### src/rtl/two_list_sorted_merge_defines.svh
// Assertion macros shared by the sorted-merge RTL.
// No dependencies; included by the modules that carry assertions.
`ifndef TWO_LIST_SORTED_MERGE_DEFINES_SVH
`define TWO_LIST_SORTED_MERGE_DEFINES_SVH

// Same-cycle implication, disabled while reset is asserted.
`define TLSM_ASSERT_IMP(lbl, clk_i, rstn_i, ante, cons) \
  lbl: assert property (@(posedge clk_i) disable iff (!(rstn_i)) (ante) |-> (cons)) \
    else $error("sorted merge assertion failed");

// Next-cycle implication, disabled while reset is asserted.
`define TLSM_ASSERT_NXT(lbl, clk_i, rstn_i, ante, cons) \
  lbl: assert property (@(posedge clk_i) disable iff (!(rstn_i)) (ante) |=> (cons)) \
    else $error("sorted merge assertion failed");

`endif

### src/rtl/tlsm_pkg.sv
// Types and constants for the two-list sorted merge block.
// No dependencies; imported by tlsm_head_sel and two_list_sorted_merge.
package tlsm_pkg;

  localparam int unsigned VALUE_W = 32;

  typedef logic signed [VALUE_W-1:0] value_t;

  // Outcome of one head comparison: which list supplies the next element.
  typedef struct packed {
    logic   take_a;
    value_t value;
  } head_pick_t;

endpackage

### src/rtl/tlsm_head_sel.sv
// Shared compare-and-select unit: picks the next merged element from two heads.
// Depends on tlsm_pkg.
module tlsm_head_sel
  import tlsm_pkg::*;
(
  input  logic       a_avail,
  input  logic       b_avail,
  input  value_t     a_head,
  input  value_t     b_head,
  output head_pick_t pick
);

  logic a_less;

  // Signed compare; a tie sends the B head first.
  assign a_less = (a_head < b_head);

  // Once one list is exhausted, the other one drains.
  always_comb begin
    pick.take_a = a_avail && (!b_avail || a_less);
    pick.value  = pick.take_a ? a_head : b_head;
  end

endmodule

### src/rtl/two_list_sorted_merge.sv
// Two-list sorted merge. After the final load item the sequencer enters the
// merge state, and each merged result is registered and then strobed out.
// Throughput: one load item per cycle, then busy stays high while one result
// per cycle leaves until the stored total is emitted; the single compare-
// select unit sets that rate. The receiver cannot stall the result strobe.
// Reset (synchronous, rst_n low) clears counts, head indices, drop flag, strobe, run-end flag and sequencer.
`include "two_list_sorted_merge_defines.svh"

module two_list_sorted_merge
  import tlsm_pkg::*;
#(
  parameter int unsigned LIST_DEPTH = 8
) (
  input  logic   clk,
  input  logic   rst_n,
  input  logic   start,
  output logic   busy,
  input  logic   in_list_select,
  input  value_t in_value,
  input  logic   in_final_item,
  output logic   out_strobe,
  output value_t out_merged_value,
  output logic   out_run_last,
  output logic   out_overflowed
);

  localparam int unsigned CNT_W = $clog2(LIST_DEPTH + 1);
  localparam int unsigned IDX_W = (LIST_DEPTH > 1) ? $clog2(LIST_DEPTH) : 1;
  localparam int unsigned SUM_W = CNT_W + 1;
  localparam logic [CNT_W-1:0] DEPTH_C = CNT_W'(LIST_DEPTH);

  typedef enum logic {ST_LOAD, ST_MERGE} state_t;

  state_t           state_r;
  logic [CNT_W-1:0] cnt_a_r, cnt_b_r;
  logic [CNT_W-1:0] idx_a_r, idx_b_r;
  logic             drop_r;
  logic             strobe_r;
  logic             run_last_r;
  value_t           merged_r;
  logic             ovf_r;

  value_t     store_a [LIST_DEPTH];
  value_t     store_b [LIST_DEPTH];

  logic       accept;
  logic       a_full, b_full;
  logic       a_avail, b_avail;
  value_t     a_head, b_head;
  head_pick_t pick;
  logic       last_nxt;
  logic [SUM_W-1:0] done_cnt, total_cnt;

  assign busy   = (state_r == ST_MERGE);
  assign accept = start && !busy;
  assign a_full = (cnt_a_r == DEPTH_C);
  assign b_full = (cnt_b_r == DEPTH_C);

  // List storage: one append per transfer, no reset on contents.
  always_ff @(posedge clk) begin
    if (accept && !in_list_select && !a_full) begin
      store_a[cnt_a_r[IDX_W-1:0]] <= in_value;
    end
    if (accept && in_list_select && !b_full) begin
      store_b[cnt_b_r[IDX_W-1:0]] <= in_value;
    end
  end

  // Heads of both lists as seen by the compare unit.
  assign a_avail = (idx_a_r < cnt_a_r);
  assign b_avail = (idx_b_r < cnt_b_r);
  assign a_head  = store_a[idx_a_r[IDX_W-1:0]];
  assign b_head  = store_b[idx_b_r[IDX_W-1:0]];

  tlsm_head_sel u_head_sel (
    .a_avail (a_avail),
    .b_avail (b_avail),
    .a_head  (a_head),
    .b_head  (b_head),
    .pick    (pick)
  );

  // The element being emitted is the last when it completes the total.
  assign done_cnt  = SUM_W'(idx_a_r) + SUM_W'(idx_b_r) + SUM_W'(1);
  assign total_cnt = SUM_W'(cnt_a_r) + SUM_W'(cnt_b_r);
  assign last_nxt  = (done_cnt == total_cnt);

  // Sequencer with counts, head indices and the registered result.
  always_ff @(posedge clk) begin
    if (!rst_n) begin
      state_r    <= ST_LOAD;
      cnt_a_r    <= '0;
      cnt_b_r    <= '0;
      idx_a_r    <= '0;
      idx_b_r    <= '0;
      drop_r     <= 1'b0;
      strobe_r   <= 1'b0;
      run_last_r <= 1'b0;
    end else begin
      strobe_r   <= 1'b0;
      run_last_r <= 1'b0;
      case (state_r)
        ST_LOAD: begin
          if (accept) begin
            if (!in_list_select) begin
              if (a_full) begin
                drop_r <= 1'b1;
              end else begin
                cnt_a_r <= cnt_a_r + CNT_W'(1);
              end
            end else begin
              if (b_full) begin
                drop_r <= 1'b1;
              end else begin
                cnt_b_r <= cnt_b_r + CNT_W'(1);
              end
            end
            if (in_final_item) begin
              idx_a_r <= '0;
              idx_b_r <= '0;
              state_r <= ST_MERGE;
            end
          end
        end
        ST_MERGE: begin
          strobe_r   <= 1'b1;
          run_last_r <= last_nxt;
          merged_r   <= pick.value;
          ovf_r      <= drop_r;
          if (pick.take_a) begin
            idx_a_r <= idx_a_r + CNT_W'(1);
          end else begin
            idx_b_r <= idx_b_r + CNT_W'(1);
          end
          if (last_nxt) begin
            cnt_a_r <= '0;
            cnt_b_r <= '0;
            drop_r  <= 1'b0;
            state_r <= ST_LOAD;
          end
        end
        default: begin
          state_r <= ST_LOAD;
        end
      endcase
    end
  end

  assign out_strobe       = strobe_r;
  assign out_merged_value = merged_r;
  assign out_run_last     = run_last_r;
  assign out_overflowed   = ovf_r;

  // Every merge cycle produces exactly one result transfer.
  `TLSM_ASSERT_NXT(a_merge_strobes, clk, rst_n, state_r == ST_MERGE, strobe_r)
  // The run-end marker only travels with a result.
  `TLSM_ASSERT_IMP(a_last_with_strobe, clk, rst_n, run_last_r, strobe_r)
  // Head indices never run past the stored counts while merging.
  `TLSM_ASSERT_IMP(a_idx_bound, clk, rst_n, state_r == ST_MERGE,
                   idx_a_r <= cnt_a_r && idx_b_r <= cnt_b_r)
  // After the final result the block is idle with empty lists.
  `TLSM_ASSERT_IMP(a_run_clears, clk, rst_n, strobe_r && run_last_r,
                   !busy && cnt_a_r == '0 && cnt_b_r == '0 && !drop_r)

endmodule

### config.mk
export PLATFORM = sky130hd
export DESIGN_NAME = two_list_sorted_merge
export DESIGN_NICKNAME = d
export VERILOG_FILES = /design/src/rtl/tlsm_pkg.sv /design/src/rtl/tlsm_head_sel.sv /design/src/rtl/two_list_sorted_merge.sv
export VERILOG_INCLUDE_DIRS = /design/src /design/src/rtl
export SDC_FILE = /design/constraint.sdc
export NUM_CORES = 1
export LEC_CHECK = 0
export BUFFER_PORTS_ARGS = -buffer_cell sky130_fd_sc_hd__buf_2
export CORE_MARGIN = 4
export CORE_UTILIZATION = 40
export DETAILED_ROUTE_END_ITERATION = 10
export PLACE_DENSITY = 0.52
export SYNTH_ARGS = -nofsm -noshare
export SYNTH_HDL_FRONTEND = slang
export SYNTH_HIERARCHICAL = 1
export SYNTH_SLANG_ARGS = --single-unit
### constraint.sdc
create_clock -name clk -period 12.9 [get_ports clk]
set_clock_uncertainty 0.05 [all_clocks]
set_input_delay 0.645 -clock clk [delete_from_list [all_inputs] [get_ports clk]]
set_output_delay 0.645 -clock clk [all_outputs]
set_load 0.005 [all_outputs]
Word-level counts from Yosys, hierarchy flattened
Memories as Yosys holds them, arrays and structs flattened. A register that Yosys moved wholly into a read port is not among the register bits.
Index checks and enable logic that the tools add are counted.
W data, S select, Z words.
{"block": "word_totals", "ff_bits": 53, "memories": 2, "rom_bits": 0, "latchBits": 0, "mem_bits_rw": 512, "in_bits": 37, "out_inout_bits": 36}
{"name": "store_a", "depth": 8, "width": 32, "rd": 1, "rd_clocked_by_memory_dff": 1, "write_ports": 1, "line": "two_list_sorted_merge.sv:43", "source": "value_t store_a [LIST_DEPTH];"}
{"name": "store_b", "depth": 8, "width": 32, "rd": 1, "rd_clocked_by_memory_dff": 1, "write_ports": 1, "line": "two_list_sorted_merge.sv:44", "source": "value_t store_b [LIST_DEPTH];"}
{"block": "op_classes", "add_sub_neg": 7, "n_eq_ne": 14, "mux": 35, "shift": 0, "bitwise": 1, "reduce_logical": 18, "multipliers": 0, "n_lt_le_gt_ge": 3, "div": 0}
{"operator": "$mux W4", "n": 11}
{"operator": "$lt A32 B32 Y1", "n": 1}
{"operator": "$mux W32", "n": 1}
{"operator": "$pmux W4 S2", "n": 4}
{"operator": "$add A4 B1 Y4 const B", "n": 4}
{"operator": "$ne A2 B2 Y1 const B", "n": 7}
{"operator": "$mux W1", "n": 13}
{"operator": "$mux W3", "n": 4}
{"operator": "$reduce_and A4 Y1", "n": 3}
{"operator": "$add A4 B4 Y5", "n": 2}
{"operator": "$eq A4 B4 Y1 const B", "n": 2}
{"operator": "$lt A4 B4 Y1", "n": 2}
{"operator": "$logic_and A1 B1 Y1", "n": 6}
{"operator": "$ne A3 B3 Y1 const B", "n": 2}
{"operator": "$reduce_and A3 Y1", "n": 2}
{"operator": "$add A5 B1 Y5 const B", "n": 1}
{"operator": "$eq A5 B5 Y1", "n": 1}
{"operator": "$logic_not A1 Y1", "n": 5}
{"operator": "$ne A2 B1 Y1 const B", "n": 2}
{"operator": "$pmux W1 S2", "n": 2}
{"operator": "$reduce_and A2 Y1", "n": 1}
{"operator": "$logic_or A1 B1 Y1", "n": 1}
{"operator": "$not A1 Y1", "n": 1}

Logic depth before layout (Yosys ltp)
{"block": "depth", "depth_word": 8, "depth_mapped": 17, "ltp_nobuf": 14}

Hierarchy
Netlist, hierarchy kept.
{"module": "two_list_sorted_merge", "instances": 1, "seq_area_each_um2": 16886.2, "cells_per_inst": 970, "area_each_um2": 21827.2}
{"module": "tlsm_head_sel", "instances": 1, "seq_area_each_um2": 0.0, "cells_per_inst": 156, "area_each_um2": 1343.8}

Least setup slack after synthesis
OpenSTA, ideal clock, no wires.
{"block": "synth_timing", "path_kind": "register to register", "start": "reg with a tool-made name", "end": "reg idx_b_r[3]", "path_buffers": 3, "setup_time_ps": 116, "period_less_slack_ps": 4091, "arrival_ps": 3926, "path_stages_with_launch": 17, "setup_slack_ps": 8809, "cell_sequence": "dfxtp_1 buf_2 buf_2 mux4_2 mux2_2 ha_1 nand4_1 nor3_2 or4b_1 a31o_1 and4_4 a21o_4 buf_6 nor2b_1 nand4_1 xor2_1 nor2_1"}
{"item": "end signal, assigned", "line": "two_list_sorted_merge.sv:133", "source": "idx_b_r <= idx_b_r + CNT_W'(1);"}
{"item": "end, declared", "line": "two_list_sorted_merge.sv:36", "source": "logic [CNT_W-1:0] idx_a_r, idx_b_r;"}

==> results_dict.tcl <==
set metrics [dict create \
    cp_top_family "compound AO/OA/AOI/OAI gates" \
    via_count 11000 \
    placed_cell_area_sq_um 24600 \
    path_cells "buf_4 -> mux4_2 -> mux2_2 -> inv_1 -> ha_1 -> nand4_1 -> nor2_1 -> a221o_1 -> a211oi_1 -> and4_4 -> a21o_4 -> nor2b_1 -> nand4_1 -> xor2_1 -> nor2_1" \
    cts_tree "yes" \
    cts_buffer_depth 3 \
    grt_first_pass_wirelength_microns 78400 \
    clk_pin_slew_ns 0.06 \
    filler_cell_count 4791 \
    critPathMaxFanout 43 \
    die_y_microns 249 \
    combinationalPowerShare 0.102 \
    min_path_type "in -> reg" \
    power_mw 4.14 \
    slowest_stage "buf_4" \
    cts_resized 0 \
    synth-seq-area-share 0.729 \
    antenna_found_initial 3 \
    outcome "finished clean" \
    hold_buffers 0 \
    dr.pass1.iters 5 \
    drc 0 \
    yosysWarnings 6 \
    row_count 87 \
    synth.distinct_cells 54 \
    drive_above_1_share 0.334 \
    routed_wl_microns 53600 \
    h-tree-depth 2 \
    ys_seq_elements 571 \
    post-route-min-period_ns 6.09 \
    die_x_microns 249 \
    pre_cts_ws_ns 6.77 \
    grt_use_total 0.172 \
    io_pins 73 \
    path_buf_inv 2 \
    worst_ir_drop_vdd_uv 103 \
    cts_setup_buffers 0 \
    grt_max_degree 46 \
    core_sq_um 56800 \
    synthFlopType "edfxtp_1" \
    gp_congestion 0.714 \
    net-switching-power_uw 931 \
    synth_top_area_frac 0.706 \
    fmax_ghz 0.164 \
    cts-buffers-inserted 58 \
    clkPwrFrac 0.386 \
    cp_slowest_stage_delay_ns 0.83 \
    p_per_area_nw_per_um2 157 \
    finalSetupViolCount 0 \
    holdWs_ns 0.348 \
    maxCapViolations 0 \
    final_util 0.464 \
    leakagePower_nw 8.59 \
    fin_ws_ns 6.81 \
    clk_latency_ns 0.61 \
    nets 1329 \
    worstPathArrival_ns 6.53 \
    synth_area_sq_um 23200 \
    setup_tns_ns 0 \
    post-route-period-util 0.472 \
    startpoint_type "flip-flop" \
    syn_to_final_growth_pct 13.8 \
    initial_utilization 0.408 \
    hpwl_microns 28900 \
    yosysTopAreaCell "edfxtp_1" \
    routedWlPerCell_microns 26.2 \
    design_area_sq_um 26400 \
    grt_pass1_vias 11400 \
    dp_cells 1935 \
    hold_viol 0 \
    drtIter0Drc 870 \
    seqPwrFrac 0.512 \
    p_sw_frac 0.225 \
    cts_sinks 571 \
    syn_area_per_cell_sq_um 20.6 \
    synthTopCellsByArea "edfxtp_1 71%, mux4_2 12%, mux2_2 3.3%" \
    fp.dieArea_sq_um 61800 \
    clockRootBuffer "clkbuf_16" \
    final_cells 2043 \
    syn-num-nets 1216 \
    vias_per_cell 5.38 \
    ant_nets 0 \
    worst-setup-path-type "reg -> reg" \
    io_buffers 72 \
    async_flop_share 0 \
    max_slew_margin 0.277 \
    gr-total-overflow 0 \
    rsz0062_at_grt "no" \
    maxSlewViolCount 0 \
    synth_edf_count 545 \
    intPower_mw 3.21 \
    syn_inst 1126 \
    worst_pin_slew_ns 1.08 \
    end_kind "flip-flop" \
    required_ns 13.34 \
]
==> final timing paths <==
check                                           endpoint                start  slack [ns]  cells after the start
worst max-delay path             idx_b_r[3]$_SDFFE_PN0P_            flip-flop        6.81                     15
worst min-delay path             cnt_a_r[1]$_SDFFE_PN0P_                rst_n        0.35                      2
worst max register to register   idx_b_r[3]$_SDFFE_PN0P_            flip-flop        6.81                     15
worst min register to register  out_overflowed$_DFFE_PP_  drop_r$_SDFFE_PN0P_        0.39                      0
==> layout make-up <==
| cell class | instances | area, sq um | share of cell area |
|---|---|---|---|
| multi-input combinational | 464 | 5990 | 0.227 |
| timing repair buffer | 97 | 548 | 0.0208 |
| sequential | 571 | 16900 | 0.641 |
| inverter | 47 | 176 | 0.00669 |
| tap | 756 | 946 | 0.0359 |
| clock buffer | 82 | 1570 | 0.0596 |
| antenna | 1 | 2.50 | 0.0000949 |
| clock inverter | 25 | 225 | 0.00854 |
==> synthesized netlist by cell type, types with 2 or more instances <==
cell type / instances
a221o_1: 3
buf_2: 14
mux2i_1: 2
a221oi_1: 2
o311a_1: 2
and2_1: 2
dfxtp_1: 26
a211oi_1: 4
clkbuf_1: 23
mux4_2: 128
a21o_1: 4
inv_1: 47
nand2b_1: 7
xnor2_1: 8
nor2b_1: 3
o21ai_0: 8
buf_1: 2
or3_1: 2
nand4_1: 8
nand3_1: 16
nor3_1: 9
mux2_4: 30
buf_6: 4
a21boi_0: 2
ha_1: 51
edfxtp_1: 545
nor3_2: 3
nor2_1: 20
nand3b_1: 3
mux2_2: 67
and3_1: 2
nand2_1: 31
fa_1: 2
a21oi_1: 23
xor2_1: 4
==> power groups by stage <==
stage	logic (mW)	registers, mW	clock network [mW]
after floorplan	0.311	2.14	0
after global placement	0.422	2.16	0
after detailed placement	0.426	2.16	0
after CTS	0.428	2.12	1.65
after global routing	0.459	2.13	1.73
final	0.422	2.12	1.60
==> state kept, by name (all words and copies together), names as in the netlist, named ones only <==
name,count
busy,1
idx_b_r,4
out_overflowed,1
idx_a_r,4
drop_r,1
store_a,256
out_run_last,1
out_strobe,1
cnt_b_r,4
store_b,256
cnt_a_r,4
out_merged_value,32
==> placed cells by master (no fill, tap or decap), types with 3 or more instances in the layout <==
cell       instances
nand4_1            8
clkbuf_1          21
o21ai_0            8
nor2b_1            3
clkinv_1           9
edfxtp_1         545
ha_1              51
nand3b_1           3
nand2_1           31
nand3_1           16
mux4_2           128
a211oi_1           4
buf_2             72
clkinv_2          11
a221o_1            3
clkbuf_16         58
buf_4             25
clkbuf_8           3
xnor2_1            8
mux2_4            30
dfxtp_4            4
dfxtp_1           20
nor3_2            11
xor2_1             4
a21o_1             4
nor2_4             8
a21oi_1           23
nor2_1            12
bufinv_16          4
mux2_2            67
nand2b_1           7
inv_1             46
==> cells by family after synthesis <==
group           count (synthesis)  share of synthesized area
mux                           227                      0.177
xor+xnor                       13                    0.00551
fa+ha+maj                      53                     0.0293
flops                         571                      0.729
simple gates                  115                     0.0259
compound gates                 56                     0.0163
buf+inv                        91                     0.0170
==> routing by layer <==
layer  vias up  share of wire  GRT usage
met5         -        0.00021          0
met4         2          0.019     0.0389
met3        73          0.041     0.0303
met2       239           0.49      0.283
met1      5856           0.45      0.241
li1       4821              -          -
No activity file was read; power rests on OpenSTA's default activity.
